===== src/rtl/jts_pkg.sv =====
`default_nettype none

package jts_pkg;

   localparam int MAX_TOKENS  = 3;
   localparam int QUEUE_DEPTH = 4;
   localparam int QPTR_BITS   = $clog2(QUEUE_DEPTH);
   localparam int SLOT_BITS   = $clog2(MAX_TOKENS);

   localparam logic [2:0] MODE_IDLE    = 3'd0;
   localparam logic [2:0] MODE_STRING  = 3'd1;
   localparam logic [2:0] MODE_NUMBER  = 3'd2;
   localparam logic [2:0] MODE_KEYWORD = 3'd3;
   localparam logic [2:0] MODE_ERROR   = 3'd4;

   localparam logic [3:0] KIND_STRING   = 4'd0;
   localparam logic [3:0] KIND_NUMBER   = 4'd1;
   localparam logic [3:0] KIND_COMMA    = 4'd2;
   localparam logic [3:0] KIND_LBRACKET = 4'd3;
   localparam logic [3:0] KIND_RBRACKET = 4'd4;
   localparam logic [3:0] KIND_COLON    = 4'd5;
   localparam logic [3:0] KIND_LBRACE   = 4'd6;
   localparam logic [3:0] KIND_RBRACE   = 4'd7;
   localparam logic [3:0] KIND_TRUE     = 4'd8;
   localparam logic [3:0] KIND_END      = 4'd11;
   localparam logic [3:0] KIND_ERROR    = 4'd12;

   localparam logic [1:0] KW_TRUE  = 2'd0;
   localparam logic [1:0] KW_FALSE = 2'd1;
   localparam logic [1:0] KW_NULL  = 2'd2;

   localparam logic [7:0] CHAR_DQUOTE   = 8'h22;
   localparam logic [7:0] CHAR_SQUOTE   = 8'h27;
   localparam logic [7:0] CHAR_TAB      = 8'h09;
   localparam logic [7:0] CHAR_NEWLINE  = 8'h0A;
   localparam logic [7:0] CHAR_SPACE    = 8'h20;
   localparam logic [7:0] CHAR_COMMA    = 8'h2C;
   localparam logic [7:0] CHAR_COLON    = 8'h3A;
   localparam logic [7:0] CHAR_LBRACKET = 8'h5B;
   localparam logic [7:0] CHAR_RBRACKET = 8'h5D;
   localparam logic [7:0] CHAR_LBRACE   = 8'h7B;
   localparam logic [7:0] CHAR_RBRACE   = 8'h7D;
   localparam logic [7:0] CHAR_0        = 8'h30;
   localparam logic [7:0] CHAR_9        = 8'h39;
   localparam logic [7:0] CHAR_LA       = 8'h61;
   localparam logic [7:0] CHAR_LZ       = 8'h7A;
   localparam logic [7:0] CHAR_UA       = 8'h41;
   localparam logic [7:0] CHAR_UZ       = 8'h5A;
   localparam logic [7:0] CHAR_T        = 8'h74;
   localparam logic [7:0] CHAR_F        = 8'h66;
   localparam logic [7:0] CHAR_N        = 8'h6E;

   typedef struct packed {
      logic [3:0]  kind;
      logic [15:0] start;
      logic [15:0] length;
      logic [15:0] line;
      logic [15:0] column;
   } token_type;

   typedef struct packed {
      logic [SLOT_BITS-1:0]              count;
      token_type [MAX_TOKENS-1:0]        tok;
   } group_type;

   function automatic logic [7:0] kw_char(input logic [1:0] sel, input logic [2:0] prog);
      logic [7:0] c;
      case ({sel, prog})
         {KW_TRUE, 3'd0}:  c = 8'h74;
         {KW_TRUE, 3'd1}:  c = 8'h72;
         {KW_TRUE, 3'd2}:  c = 8'h75;
         {KW_TRUE, 3'd3}:  c = 8'h65;
         {KW_FALSE, 3'd0}: c = 8'h66;
         {KW_FALSE, 3'd1}: c = 8'h61;
         {KW_FALSE, 3'd2}: c = 8'h6C;
         {KW_FALSE, 3'd3}: c = 8'h73;
         {KW_FALSE, 3'd4}: c = 8'h65;
         {KW_NULL, 3'd0}:  c = 8'h6E;
         {KW_NULL, 3'd1}:  c = 8'h75;
         {KW_NULL, 3'd2}:  c = 8'h6C;
         {KW_NULL, 3'd3}:  c = 8'h6C;
         default:          c = 8'h00;
      endcase
      return c;
   endfunction

   function automatic logic [2:0] kw_len(input logic [1:0] sel);
      logic [2:0] n;
      case (sel)
         KW_TRUE:  n = 3'd4;
         KW_FALSE: n = 3'd5;
         KW_NULL:  n = 3'd4;
         default:  n = 3'd0;
      endcase
      return n;
   endfunction

endpackage

`default_nettype wire


===== src/rtl/jts_front.sv =====
`default_nettype none

module jts_front import jts_pkg::*; #(
   parameter int OFFSET_BITS   = 16,
   parameter int POSITION_BITS = 16
) (
   input  wire logic       clock,
   input  wire logic       reset,
   input  wire logic       accept_i,
   input  wire logic [7:0] text_byte_i,
   input  wire logic       end_of_text_i,
   output group_type       group_o,
   output logic            push_o
);

   typedef logic [OFFSET_BITS-1:0]   offset_type;
   typedef logic [POSITION_BITS-1:0] position_type;

   localparam offset_type   OFF_ONE = offset_type'(1);
   localparam position_type POS_ONE = position_type'(1);

   logic [2:0]   mode_ff, mode_in;
   logic         single_ff, single_in;
   logic [1:0]   ksel_ff, ksel_in;
   logic [2:0]   kprog_ff, kprog_in;
   offset_type   pstart_ff, pstart_in;
   offset_type   plen_ff, plen_in;
   position_type pline_ff, pline_in;
   position_type pcol_ff, pcol_in;
   offset_type   coff_ff, coff_in;
   position_type cline_ff, cline_in;
   position_type ccol_ff, ccol_in;

   function automatic offset_type off_inc(input offset_type v);
      return (v == '1) ? v : v + OFF_ONE;
   endfunction

   function automatic position_type pos_inc(input position_type v);
      return (v == '1) ? v : v + POS_ONE;
   endfunction

   function automatic token_type mk(input logic [3:0] kind, input offset_type start,
                                    input offset_type len, input position_type line,
                                    input position_type col);
      token_type t;
      t.kind   = kind;
      t.start  = 16'(start);
      t.length = 16'(len);
      t.line   = 16'(line);
      t.column = 16'(col);
      return t;
   endfunction

   logic [7:0]           b;
   logic                 is_digit, is_letter, is_ws, is_quote, scan_new;
   logic [SLOT_BITS-1:0] cnt;
   logic [3:0]           pkind;
   logic [2:0]           kprog_next;

   always_comb begin
      b         = text_byte_i;
      is_digit  = (b >= CHAR_0) && (b <= CHAR_9);
      is_letter = ((b >= CHAR_LA) && (b <= CHAR_LZ)) || ((b >= CHAR_UA) && (b <= CHAR_UZ));
      is_ws     = (b == CHAR_SPACE) || (b == CHAR_TAB) || (b == CHAR_NEWLINE);
      is_quote  = (b == CHAR_DQUOTE) || (b == CHAR_SQUOTE);
      scan_new  = 1'b0;
      cnt       = '0;
      pkind     = KIND_ERROR;
      kprog_next = kprog_ff + 3'd1;
      group_o   = '0;
      mode_in   = mode_ff;
      single_in = single_ff;
      ksel_in   = ksel_ff;
      kprog_in  = kprog_ff;
      pstart_in = pstart_ff;
      plen_in   = plen_ff;
      pline_in  = pline_ff;
      pcol_in   = pcol_ff;

      case (mode_ff)
         MODE_STRING: begin
            if (b == (single_ff ? CHAR_SQUOTE : CHAR_DQUOTE)) begin
               group_o.tok[cnt] = mk(KIND_STRING, pstart_ff, plen_ff, pline_ff, pcol_ff);
               cnt = cnt + 1'b1;
               mode_in = MODE_IDLE;
            end else begin
               plen_in = off_inc(plen_ff);
            end
         end
         MODE_NUMBER: begin
            if (is_digit) begin
               plen_in = off_inc(plen_ff);
            end else if (is_letter) begin
               group_o.tok[cnt] = mk(KIND_ERROR, pstart_ff, '0, pline_ff, pcol_ff);
               cnt = cnt + 1'b1;
               mode_in = MODE_ERROR;
            end else begin
               group_o.tok[cnt] = mk(KIND_NUMBER, pstart_ff, plen_ff, pline_ff, pcol_ff);
               cnt = cnt + 1'b1;
               scan_new = 1'b1;
            end
         end
         MODE_KEYWORD: begin
            if ((ksel_ff != 2'd3) && (kprog_ff < kw_len(ksel_ff))
                && (b == kw_char(ksel_ff, kprog_ff))) begin
               kprog_in = kprog_next;
               if (kprog_next == kw_len(ksel_ff)) begin
                  group_o.tok[cnt] = mk(KIND_TRUE + 4'(ksel_ff), pstart_ff,
                                        offset_type'(kw_len(ksel_ff)), pline_ff, pcol_ff);
                  cnt = cnt + 1'b1;
                  mode_in = MODE_IDLE;
               end
            end else begin
               group_o.tok[cnt] = mk(KIND_ERROR, pstart_ff, '0, pline_ff, pcol_ff);
               cnt = cnt + 1'b1;
               mode_in = MODE_ERROR;
            end
         end
         MODE_ERROR: begin
         end
         default: begin
            scan_new = 1'b1;
         end
      endcase

      if (scan_new) begin
         mode_in = MODE_IDLE;
         if (is_ws) begin
         end else if (is_quote) begin
            mode_in   = MODE_STRING;
            single_in = (b == CHAR_SQUOTE);
            pstart_in = off_inc(coff_ff);
            plen_in   = '0;
            pline_in  = cline_ff;
            pcol_in   = pos_inc(ccol_ff);
         end else if (is_digit) begin
            mode_in   = MODE_NUMBER;
            pstart_in = coff_ff;
            plen_in   = OFF_ONE;
            pline_in  = cline_ff;
            pcol_in   = ccol_ff;
         end else if ((b == CHAR_T) || (b == CHAR_F) || (b == CHAR_N)) begin
            mode_in   = MODE_KEYWORD;
            ksel_in   = (b == CHAR_T) ? KW_TRUE : (b == CHAR_F) ? KW_FALSE : KW_NULL;
            kprog_in  = 3'd1;
            pstart_in = coff_ff;
            pline_in  = cline_ff;
            pcol_in   = ccol_ff;
         end else begin
            case (b)
               CHAR_COMMA:    pkind = KIND_COMMA;
               CHAR_LBRACKET: pkind = KIND_LBRACKET;
               CHAR_RBRACKET: pkind = KIND_RBRACKET;
               CHAR_COLON:    pkind = KIND_COLON;
               CHAR_LBRACE:   pkind = KIND_LBRACE;
               CHAR_RBRACE:   pkind = KIND_RBRACE;
               default:       pkind = KIND_ERROR;
            endcase
            if (pkind == KIND_ERROR) begin
               mode_in = MODE_ERROR;
            end
            group_o.tok[cnt] = mk(pkind, coff_ff, (pkind == KIND_ERROR) ? '0 : OFF_ONE,
                                  cline_ff, ccol_ff);
            cnt = cnt + 1'b1;
         end
      end

      coff_in = off_inc(coff_ff);
      if (b == CHAR_NEWLINE) begin
         cline_in = pos_inc(cline_ff);
         ccol_in  = POS_ONE;
      end else begin
         cline_in = cline_ff;
         ccol_in  = pos_inc(ccol_ff);
      end

      if (end_of_text_i) begin
         if (mode_in == MODE_NUMBER) begin
            group_o.tok[cnt] = mk(KIND_NUMBER, pstart_in, plen_in, pline_in, pcol_in);
            cnt = cnt + 1'b1;
         end else if (mode_in == MODE_STRING) begin
            group_o.tok[cnt] = mk(KIND_STRING, pstart_in, plen_in, pline_in, pcol_in);
            cnt = cnt + 1'b1;
         end else if (mode_in == MODE_KEYWORD) begin
            group_o.tok[cnt] = mk(KIND_ERROR, pstart_in, '0, pline_in, pcol_in);
            cnt = cnt + 1'b1;
         end
         group_o.tok[cnt] = mk(KIND_END, coff_in, '0, cline_in, ccol_in);
         cnt = cnt + 1'b1;
         mode_in   = MODE_IDLE;
         single_in = 1'b0;
         ksel_in   = '0;
         kprog_in  = '0;
         pstart_in = '0;
         plen_in   = '0;
         pline_in  = POS_ONE;
         pcol_in   = POS_ONE;
         coff_in   = '0;
         cline_in  = POS_ONE;
         ccol_in   = POS_ONE;
      end

      group_o.count = cnt;
      push_o        = accept_i && (cnt != '0);
   end

   always_ff @(posedge clock) begin
      if (reset) begin
         mode_ff   <= MODE_IDLE;
         single_ff <= 1'b0;
         ksel_ff   <= '0;
         kprog_ff  <= '0;
         pstart_ff <= '0;
         plen_ff   <= '0;
         pline_ff  <= POS_ONE;
         pcol_ff   <= POS_ONE;
         coff_ff   <= '0;
         cline_ff  <= POS_ONE;
         ccol_ff   <= POS_ONE;
      end else if (accept_i) begin
         mode_ff   <= mode_in;
         single_ff <= single_in;
         ksel_ff   <= ksel_in;
         kprog_ff  <= kprog_in;
         pstart_ff <= pstart_in;
         plen_ff   <= plen_in;
         pline_ff  <= pline_in;
         pcol_ff   <= pcol_in;
         coff_ff   <= coff_in;
         cline_ff  <= cline_in;
         ccol_ff   <= ccol_in;
      end
   end

   a_eot_emits_end: assert property (@(posedge clock) disable iff (reset)
      accept_i && end_of_text_i |-> push_o)
      else $error("end of text without a group");

   a_end_returns_idle: assert property (@(posedge clock) disable iff (reset)
      accept_i && end_of_text_i |=> mode_ff == MODE_IDLE && coff_ff == '0)
      else $error("scanner not cleared after end of text");

   a_error_sticks: assert property (@(posedge clock) disable iff (reset)
      accept_i && !end_of_text_i && mode_ff == MODE_ERROR |-> !push_o)
      else $error("token emitted while in error recovery");

endmodule

`default_nettype wire


===== src/rtl/jts_queue.sv =====
`default_nettype none

module jts_queue import jts_pkg::*; (
   input  wire logic      clock,
   input  wire logic      reset,
   input  wire logic      push_i,
   input  group_type      group_i,
   input  wire logic      pop_i,
   output group_type      head_o,
   output logic           empty_o,
   output logic           full_o
);

   group_type            store_ff [QUEUE_DEPTH];
   logic [QPTR_BITS-1:0] wptr_ff, wptr_in;
   logic [QPTR_BITS-1:0] rptr_ff, rptr_in;
   logic [QPTR_BITS:0]   count_ff, count_in;

   always_comb begin
      empty_o  = (count_ff == '0);
      full_o   = (count_ff == (QPTR_BITS+1)'(QUEUE_DEPTH));
      head_o   = store_ff[rptr_ff];
      wptr_in  = push_i ? wptr_ff + 1'b1 : wptr_ff;
      rptr_in  = pop_i ? rptr_ff + 1'b1 : rptr_ff;
      count_in = count_ff + (QPTR_BITS+1)'(push_i) - (QPTR_BITS+1)'(pop_i);
   end

   always_ff @(posedge clock) begin
      if (reset) begin
         wptr_ff  <= '0;
         rptr_ff  <= '0;
         count_ff <= '0;
      end else begin
         wptr_ff  <= wptr_in;
         rptr_ff  <= rptr_in;
         count_ff <= count_in;
      end
   end

   always_ff @(posedge clock) begin
      if (push_i) begin
         store_ff[wptr_ff] <= group_i;
      end
   end

   a_no_overflow: assert property (@(posedge clock) disable iff (reset)
      push_i |-> !full_o)
      else $error("queue written while full");

   a_no_underflow: assert property (@(posedge clock) disable iff (reset)
      pop_i |-> !empty_o)
      else $error("queue read while empty");

   a_count_bound: assert property (@(posedge clock) disable iff (reset)
      count_ff <= (QPTR_BITS+1)'(QUEUE_DEPTH))
      else $error("queue count out of range");

endmodule

`default_nettype wire


===== src/rtl/jts_back.sv =====
`default_nettype none

module jts_back import jts_pkg::*; (
   input  wire logic   clock,
   input  wire logic   reset,
   input  group_type   head_i,
   input  wire logic   empty_i,
   output logic        pop_o,
   output logic        out_valid_o,
   input  wire logic   out_ready_i,
   output token_type   out_token_o,
   output logic        out_last_o
);

   logic                 valid_ff, valid_in;
   token_type            token_ff, token_in;
   logic                 last_ff, last_in;
   logic [SLOT_BITS-1:0] slot_ff, slot_in;
   logic                 load;

   always_comb begin
      load     = !empty_i && (!valid_ff || out_ready_i);
      last_in  = (slot_ff == head_i.count - 1'b1);
      token_in = head_i.tok[slot_ff];
      pop_o    = load && last_in;
      valid_in = load || (valid_ff && !out_ready_i);
      if (!load) begin
         slot_in = slot_ff;
      end else if (last_in) begin
         slot_in = '0;
      end else begin
         slot_in = slot_ff + 1'b1;
      end
      out_valid_o = valid_ff;
      out_token_o = token_ff;
      out_last_o  = last_ff;
   end

   always_ff @(posedge clock) begin
      if (reset) begin
         valid_ff <= 1'b0;
         slot_ff  <= '0;
      end else begin
         valid_ff <= valid_in;
         slot_ff  <= slot_in;
      end
   end

   always_ff @(posedge clock) begin
      if (load) begin
         token_ff <= token_in;
         last_ff  <= last_in;
      end
   end

   a_slot_in_group: assert property (@(posedge clock) disable iff (reset)
      !empty_i |-> slot_ff < head_i.count)
      else $error("slot beyond group");

   a_pop_on_last: assert property (@(posedge clock) disable iff (reset)
      pop_o |=> out_valid_o && out_last_o)
      else $error("group released without its last token");

   a_slot_reset_after_pop: assert property (@(posedge clock) disable iff (reset)
      pop_o |=> slot_ff == '0)
      else $error("slot not rewound after group");

endmodule

`default_nettype wire


===== src/rtl/json_token_scanner.sv =====
`default_nettype none

// JSON token scanner. One text byte is taken per clock cycle; the scanner
// classifies it in the cycle it is transferred and writes the tokens it causes
// (zero to three) as one group into a four-group queue. The output stage sends
// one token per cycle from its own register while rsp_tready is high, so a
// byte's tokens pass through the queue and that register before they appear.
// Input stalls only when the queue holds four groups, which happens only when
// the token rate stays above one per cycle or the output is held.
module json_token_scanner import jts_pkg::*; #(
   parameter int OFFSET_BITS   = 16,
   parameter int POSITION_BITS = 16
) (
   input  wire logic        clock,
   input  wire logic        reset,
   input  wire logic        req_tvalid,
   output logic             req_tready,
   input  wire logic [7:0]  req_tdata,   // [7:0] text_byte
   input  wire logic        req_tlast,   // end_of_text
   output logic             rsp_tvalid,
   input  wire logic        rsp_tready,
   output logic [71:0]      rsp_tdata,   // token_kind, token_start, token_length,
                                         // token_line, token_column, zero pad
   output logic             rsp_tlast    // last_of_run
);

   logic      accept;
   logic      push, pop, empty, full;
   group_type grp, head;
   token_type tok;

   assign req_tready = !full;
   assign accept     = req_tvalid && req_tready;

   jts_front #(
      .OFFSET_BITS   (OFFSET_BITS),
      .POSITION_BITS (POSITION_BITS)
   ) u_front (
      .clock         (clock),
      .reset         (reset),
      .accept_i      (accept),
      .text_byte_i   (req_tdata),
      .end_of_text_i (req_tlast),
      .group_o       (grp),
      .push_o        (push)
   );

   jts_queue u_queue (
      .clock   (clock),
      .reset   (reset),
      .push_i  (push),
      .group_i (grp),
      .pop_i   (pop),
      .head_o  (head),
      .empty_o (empty),
      .full_o  (full)
   );

   jts_back u_back (
      .clock       (clock),
      .reset       (reset),
      .head_i      (head),
      .empty_i     (empty),
      .pop_o       (pop),
      .out_valid_o (rsp_tvalid),
      .out_ready_i (rsp_tready),
      .out_token_o (tok),
      .out_last_o  (rsp_tlast)
   );

   assign rsp_tdata = {4'd0, tok.column, tok.line, tok.length, tok.start, tok.kind};

endmodule

`default_nettype wire

===== config.mk =====
export PLATFORM = sky130hd
export DESIGN_NAME = json_token_scanner
export DESIGN_NICKNAME = d
export VERILOG_FILES = /design/src/rtl/jts_pkg.sv /design/src/rtl/jts_front.sv /design/src/rtl/jts_queue.sv /design/src/rtl/jts_back.sv /design/src/rtl/json_token_scanner.sv
export SDC_FILE = /design/constraint.sdc
export NUM_CORES = 1
export LEC_CHECK = 0
export BUFFER_PORTS_ARGS = -buffer_cell sky130_fd_sc_hd__buf_2
export CORE_MARGIN = 3
export CORE_UTILIZATION = 35
export CTS_CLUSTER_SIZE = 14
export DETAILED_ROUTE_END_ITERATION = 10
export SLEW_MARGIN = 40
export SYNTH_ARGS = -nofsm -noshare
export SYNTH_HDL_FRONTEND = slang
export SYNTH_SLANG_ARGS = --single-unit

===== constraint.sdc =====
create_clock -name clock -period 34.7 [get_ports clock]
set_input_delay 10.41 -clock clock [delete_from_list [all_inputs] [get_ports clock]]
set_output_delay 10.41 -clock clock [all_outputs]
set_load 0.1 [all_outputs]

Word-level counts from Yosys, hierarchy flattened:

Memories as Yosys holds them, arrays and structs flattened. A register that Yosys moved wholly into a read port is not among the register bits.
Index checks and enable logic that the tools add are counted.

* mux-type cells: 133
* eq/ne operators: 37
* reductions and logical operators: 35
* $lt $le $gt $ge: 14
* add/subtract/negate cells: 15

Operators with widths (number)
* two-way mux 204 bit: 10
* bitwise mux 204 bit: 5
* two-way mux 16 bit: 34
* two-way mux 68 bit: 8
* demux 68 bit (select 2 bit): 3
* one-hot mux 68 bit (3 select lines): 1
* binary-select mux 68 bit (select 2 bit): 1
* two-way mux 3 bit: 24
* adder 16 x 1 -> 16 bit, second input constant: 4
* == test 16 bit, second input constant: 4
* two-way mux 64 bit: 1
* == test 8 x 7 -> 1 bit, second input constant: 7
* two-way mux 2 bit: 21
* == test 8 x 6 -> 1 bit, second input constant: 5
* one-hot mux 16 bit (2 select lines): 1
* one-hot mux 4 bit (6 select lines): 1
* two-way mux 4 bit: 5
* == test 8 x 4 -> 1 bit, second input constant: 2
* == test 8 bit: 2
* greater-or-equal comparator 8 x 7 -> 1 bit, second input constant: 2
* less-or-equal comparator 8 x 7 -> 1 bit, second input constant: 2
* logical AND 1 bit: 13
* two-way mux 1 bit: 13
* adder 2 x 1 -> 2 bit, second input constant: 6
* 33 further kinds: 59

* memory bits (writable): 824
* logic and storage cells: 258
* register bits after elaboration: 200
* memories: 2
* input port bits: 13
* output and inout port bits: 75
* bits in read-only memories: 224

Memory list
* u_queue.store_ff: words 4, bits a word 206, read ports 1, clocked after Yosys merged registers in 1, wr ports 1, line jts_queue.sv:14 `group_type store_ff [QUEUE_DEPTH];`
* (name not given): words 32, bits a word 7, read ports 1, clocked after Yosys merged registers in 0, wr ports 0, line jts_pkg.sv:68 `case ({sel, prog})`

Depth between registers and ports, before layout:

Gate-level depths: netlist (run 1).

* word-level depth: 30
* depth in mapped cells: 28
* gate-level depth less buffers: 24

Hierarchy:

From an unflattened synthesis (run 1), not the netlist that was laid out.

* cell total of the unflattened synthesis: 3209
* area, all modules: 45979.1 um^2

Modules (own cells, without submodules)
* jts_queue: sequential area each 24923.9 um^2, instances 1, cells each 1118, area each 30150.2 um^2
* jts_front: sequential area each 2422.3 um^2, instances 1, cells each 1764, area each 12072.8 um^2
* jts_back: sequential area each 2132.0 um^2, instances 1, cells each 320, area each 3712.3 um^2
* json_token_scanner: sequential area each 0.0 um^2, instances 1, cells each 7, area each 43.8 um^2

Worst setup path before layout (run 1):

OpenSTA, ideal clock, no wires.

* path type: input-to-reg
* start: in req_tdata[6]
* end: mem u_queue.store_ff[0][0] (netlist name) (enable)
* arrival time: 19202 ps
* slack: 14906 ps
* library setup time: 593 ps
* stages: 22
* required time: 34107 ps
* path buffers: 5
* path through: buf_6 -> or4b_4 -> a211o_1 -> or3_1 -> and3_4 -> and2_4 -> buf_6 -> inv_2 -> buf_6 -> buf_6 -> buf_6 -> ha_1 -> nand2_1 -> o211ai_4 -> inv_1 -> ha_1 -> mux2_2 -> ha_1 -> mux2i_2 -> inv_1 -> a21oi_2 -> and2_1

RTL lines
* start, declared: line json_token_scanner.sv:18 `input wire logic [7:0] req_tdata,`
* end, declared: line jts_queue.sv:14

==> results of run 1 <==
## worst register-to-register path, stage by stage, from the launching register on
cell       delay, ps
dfxtp_1          760
nand2b_1         290
inv_1            120
a31oi_1          290
xor2_1           230
o2111ai_1        360
o21ai_2          360
and2_4           450
inv_2             90
ha_1             290
nand2_1           90
o211ai_4         140
inv_1             90
ha_1             270
mux2_2           290
ha_1             310
mux2i_2          470
inv_1            130
a21oi_2          320
and2_4           540
buf_6            630
## registers in the layout, summed over array words and instances (netlist names), named ones only
signal              flops
u_back.out_last_o       1
u_back.out_token_o     68
u_back.out_valid_o      1
u_back.slot_ff          2
u_front.ccol_ff        16
u_front.cline_ff       16
u_front.coff_ff        16
u_front.kprog_ff        3
u_front.ksel_ff         2
u_front.mode_ff         3
u_front.pcol_ff        16
u_front.plen_ff        16
u_front.pline_ff       16
u_front.pstart_ff      16
u_front.single_ff       1
u_queue.count_ff        3
u_queue.rptr_ff         2
u_queue.store_ff      824
u_queue.wptr_ff         2
## synth_stat cells (all sizes together) (9+ instances only)
cell     count  share of area
a211o        9         0.0017
a211oi      10         0.0019
a21o        13         0.0021
a21oi      163          0.018
a221oi      26         0.0050
a22o        14         0.0027
a22oi       48         0.0079
a2bb2oi     10         0.0019
a31oi       11         0.0015
and2        32         0.0045
and3        36         0.0050
buf         88          0.010
clkbuf     169          0.014
dfxtp      133          0.058
edfxtp     893           0.59
ha          26         0.0071
inv         52         0.0043
mux2i       93          0.020
mux4       206           0.10
nand2      271          0.022
nand2b      17         0.0023
nand3       54         0.0059
nand4       15         0.0021
nor2       307          0.025
nor2b       12         0.0016
nor3        47         0.0063
nor4        14         0.0028
o21ai      216          0.024
o221ai      36         0.0073
o22ai       69          0.011
o31ai       19         0.0035
or2         14         0.0019
or3         15         0.0021
xnor2       32         0.0061
xor2        17         0.0033
## how the worst min path moves through the flow
stage          slack [ps]  cells after the start             endpoint                 from
6_report              500                      2   u_front.plen_ff[5]   u_front.plen_ff[5]
5_1_grt               520                      2   u_front.plen_ff[5]   u_front.plen_ff[5]
4_1_cts               490                      2   u_front.plen_ff[5]   u_front.plen_ff[5]
3_5_place_dp          480                      2  u_front.pline_ff[8]  u_front.pline_ff[8]
3_3_place_gp          470                      2  u_front.plen_ff[10]  u_front.plen_ff[10]
2_1_floorplan         450                      2  u_front.pline_ff[8]  u_front.pline_ff[8]
## cell families (layout without fill, tap and decap cells)
logic type | count (synthesis) | after routing | share of synthesized area
AO/OA/AOI/OAI | 702 | 702 | 0.0997
XOR/XNOR | 49 | 49 | 0.00939
multiplexers | 304 | 304 | 0.123
flip-flops | 1026 | 1026 | 0.645
adder cells (fa/ha/maj) | 27 | 27 | 0.00755
other | 1 | 6 | 0.0000820
AND/OR/NAND/NOR | 857 | 857 | 0.0867
buffers and inverters | 310 | 389 | 0.0286
## final cells by class
class,count,share of cell area
flip-flops and latches,1026,0.572
multi-input cells,1943,0.292
clock buffers,139,0.0552
well taps,1729,0.0420
repair buffers,140,0.0203
clock inverters,57,0.0141
inverters,53,0.00391
diodes,2,0.0000971
## per-layer routing
layer	up-vias	GRT usage
met1	14500	0.244
met3	221	0.0352
li1	12700	-
met4	4	0.0502
met2	1167	0.274
met5	-	0
## per-stage QoR
step,hold slack (ps),setup WS (ps)
finish,496,18860
global route,518,18510
CTS,495,18910
detailed placement,479,18280
global placement,474,18070
floorplan,454,14910
## power by group
| group | switching, mW | total, mW | internal, mW |
|---|---|---|---|
| clock network | 0.475 | 1.16 | 0.683 |
| logic | 0.795 | 1.10 | 0.307 |
| registers | 0.0633 | 1.64 | 1.57 |
| total | 1.33 | 3.90 | 2.56 |
==> metrics.yaml, run 1 <==
core_um2: 129000
power.leakage_nw: 16.4
fillCellCount: 11800
synth_area_um2: 45700
fin_nets: 3308
cp_top_family: "simple AND/OR/NAND/NOR gates"
ys_seq_elements: 1026
slowest_delay_ps: 630
multi_input_area_um2: 15100
fmaxAchievable_mhz: 63.1
final_cell_mix: "edfxtp_1, nor2_1, nand2_1, mux4_2, o21ai_0"
cap_violations: 0
crit_buf_inv: 5
period_share: 0.457
final_hold_viol_count: 0
wl_met3_mm: 9.78
crit_path_end_kind: "register"
numCtsBuffers: 104
clock_skew_ps: 65.0
syn_avg_cell_area_um2: 14.0
maxUsedRoutingLayer: "met5"
firstDrtPassIters: 6
tightest_slew_ps: 883
p_per_area_nw_per_um2: 75.6
crit_path_max_fanout: 65
slew_violations: 0
postCtsSetupBuffers: 0
grt_max_degree: 107
ff_latch_area_um2: 29500
rr_endpoint: "u_queue.store_ff[0][94]"
dp_hpwl_mm: 72.7
critPathLaunchType: "input pin"
tns_ps: 0
setup_viol: 0
min_period_ps: 15840
met1_length_mm: 51.9
endpoint: "u_queue.store_ff[0][94]"
wl_met2_mm: 55.8
drt_iter0_drc: 2942
yosysSeqAreaShare: 0.645
ir_worst_vdd_v: 0.0000604
wl_per_cell_um: 23.7
crit_chain: "buf_2, or4b_4, a211o_1, or3_1, and3_4, and2_4, inv_2, ha_1, nand2_1, o211ai_4, inv_1, ha_1, mux2_2, ha_1, mux2i_2, inv_1, a21oi_2, and2_4, buf_6"
postRouteAntennaNets: 0
clock_path_buffers: 3
status: "finished, final reports clean"
row_count: 131
gp_congestion: 0.899
final_core_util: 0.401
numClockSinks: 1026
design_area_um2: 51500
dieWidth_um: 367
yosys_warnings: 0
critical-path-slowest-cell: "buf_6"
overflow: 0
area_growth_pct: 12.8
placedCellCount: 4891
die-area_um2: 135000
required_ps: 34950
htreeDepth: 3
rsz0062_at_grt: "false"
wl_mm: 120
cts-root-buf: "clkbuf_16"
ys.flop_type: "edfxtp_1"
synth-edff-count: 893
path_clk_slew_ps: 60
cp.depth: 19
mostFrequentLayoutCell: "edfxtp_1"
total_power_mw: 3.90
syn_inst: 3276
synth.distinct_cells: 95
setup.worst_path.start: "req_tdata[4]"
path_class: "input pin to register"
grt_pass1_wl_mm: 182
vias: 28600
cts_tree: "done"
start_util: 0.355
drive_above_1_share: 0.179
critPathArrivalTime_ps: 16100
clkLatencyLatePin_ps: 680
crit_top_cell: "ha_1"
ff2ff_path_depth: 20
cts_resized: 0
grt.total_usage: 0.174
ios: 88
relSlewSlack: 0.409
port-buffer-count: 83
grt_pass1_vias: 28300
r2r_slack_ps: 27700
place_area_um2: 48000
async_flop_share: 0
die_y_um: 367
cts_hold_buf: 0
hp-class: "register to register"
fin_cells: 5089
viasPerCell: 5.61
antenna_found_initial: 5
r2r_start: "u_front.ksel_ff[1]"
drcViolationCount: 0
Note: power is estimated with default switching activity, not from simulation.
==> inputs of run 2 (changes only) <==
- clock period: 34.7 -> 14.4 ns (I/O delays scaled with it)
==> run 2 against run 1 <==
- count of clock-buffer cells in the layout is 3 lower
- largest cell class unchanged
- combinational power is 140% higher
- final area is 0.44% lower
- die area stayed put
- highest routed layer is now met4
==> metrics.yaml, run 2 (same netlist as run 1, synthesis figures left out) <==
tns_ps: 0
drt_iter0_drc: 3055
wl_per_cell_um: 23.5
ir_worst_vdd_v: 0.000103
p_clk_frac: 0.285
grt_pass1_vias: 28300
critPathLaunchType: "input pin"
place_area_um2: 48000
tightest_slew_ps: 886
hp-class: "register to register"
path_clk_slew_ps: 60
cts_resized: 0
r2r_start: "u_front.kprog_ff[0]"
postCtsSetupBuffers: 0
dieWidth_um: 367
viasPerCell: 5.64
final_cell_mix: "edfxtp_1, nor2_1, nand2_1, mux4_2, o21ai_0"
grt_pass1_wl_mm: 181
required_ps: 14710
relSlewSlack: 0.409
mostFrequentLayoutCell: "edfxtp_1"
power.leakage_nw: 16.3
swShare: 0.348
cts-root-buf: "clkbuf_16"
numClockSinks: 1026
regMostFlops: "u_queue.store_ff"
critPathArrivalTime_ps: 10130
wl_mm: 120
ff2ff_path_depth: 22
cap_violations: 0
antenna_found_initial: 2
die-area_um2: 135000
final_hold_viol_count: 0
setup_viol: 0
status: "finished, final reports clean"
design_area_um2: 51300
dp_hpwl_mm: 70.7
clock_skew_ps: 42.0
postRouteAntennaNets: 0
rsz0062_at_grt: "false"
gp_congestion: 0.879
p_per_area_nw_per_um2: 179
drive_above_1_share: 0.176
hold_end: "u_front.plen_ff[5]"
slew_violations: 0
p_seq_frac: 0.428
cts_hold_buf: 0
overflow: 0
min_period_ps: 9820
firstDrtPassIters: 8
crit_path_max_fanout: 80
p_sw_mw: 3.20
clock_path_buffers: 3
largest_reg_flops: 824
die_y_um: 367
row_count: 131
hp-start: "u_front.plen_ff[5]"
period_share: 0.682
numCtsBuffers: 102
grt.total_usage: 0.174
core_um2: 129000
rr_endpoint: "u_queue.store_ff[2][198]"
cts_tree: "done"
clkLatencyLatePin_ps: 700
fin_nets: 3308
ios: 88
pwr-share-comb: 0.287
htreeDepth: 3
path_class: "input pin to register"
r2r_slack_ps: 7430
fmaxAchievable_mhz: 102
drcViolationCount: 0
vias: 28700
p_int_mw: 6.00
start_util: 0.355
area_growth_pct: 12.3
crit_path_end_kind: "register"
port-buffer-count: 83
whs_path_depth: 2
grt_max_degree: 120
## run 2: cell count changes in the layout (fill, tap and decap cells not counted), moves of 2 or more
cell / delta
inv_6: -2
clkbuf_16: -2
bufinv_16: -8
o21ai_1: +2
clkinv_1: +7
clkbuf_1: +3
inv_16: +3
clkbuf_8: -4
o21ai_0: -2
buf_12: +5
clkinvlp_4: -3
buf_4: +6
buf_6: -8
## run 2: metrics by stage
step / std cells / worst slack, ps / hold slack (ps) / total power [mW] / util
2_1_floorplan: 3279 / 696 / 454 / 6.01 / -
4_1_cts: 5085 / 4420 / 487 / 9.32 / 0.399
5_1_grt: 5086 / 4300 / 525 / 9.60 / 0.399
3_5_place_dp: 4892 / 3700 / 480 / 6.69 / 0.373
3_3_place_gp: 4885 / 3650 / 472 / 6.65 / 0.371
6_report: 5087 / 4580 / 493 / 9.20 / 0.399
## run 2: final cells by class
cell class	instances	area [um^2]
Clock inverter	57	573
Timing Repair Buffer	142	1080
Sequential cell	1026	29500
Clock buffer	136	2750
Antenna cell	1	2.50
Fill cell	11900	77400
Tap cell	1729	2160
Multi-Input combinational cell	1943	15100
Inverter	53	201
## run 2: how the worst max path moves through the flow
stage / startpoint / to / slack, ps
after global placement: req_tdata[4] / u_queue.store_ff[1][10] / 3650
after global routing: req_tdata[2] / u_queue.store_ff[0][177] / 4300
final: req_tdata[4] / u_queue.store_ff[2][198] / 4580
after detailed placement: req_tdata[4] / u_queue.store_ff[0][197] / 3700
after CTS: req_tdata[4] / u_queue.store_ff[0][132] / 4420
after floorplan: req_tdata[6] / u_queue.store_ff[0][0] / 700
## run 2: per-layer routing
layer  vias to the layer above  wire (um)  GRT usage
met5                         -          0          0
met3                       207       8760     0.0262
met4                         0       3180     0.0526
li1                      12700          -          -
met2                      1198      56700      0.284
met1                     14600      51100      0.239
## run 2: critical path, stage by stage
cell and delay [ps]:
buf_2 200, or4b_4 620, a211o_1 350, or3_1 400
and3_4 190, and2_4 280, inv_2 110, ha_1 220
nand2_1 110, o211ai_4 120, inv_1 110, ha_1 230
mux2_2 290, ha_1 310, mux2i_2 560, inv_1 120
a21oi_2 270, and2_4 390, buf_12 390, buf_16 410
## run 2: power by group through the flow
stage	Clock, mW	Sequential [mW]	Combinational (mW)
2_1_floorplan	0	4.77	1.24
3_3_place_gp	0	4.00	2.66
3_5_place_dp	0	4.01	2.68
4_1_cts	2.69	3.95	2.69
5_1_grt	2.81	3.98	2.81
6_report	2.62	3.94	2.64
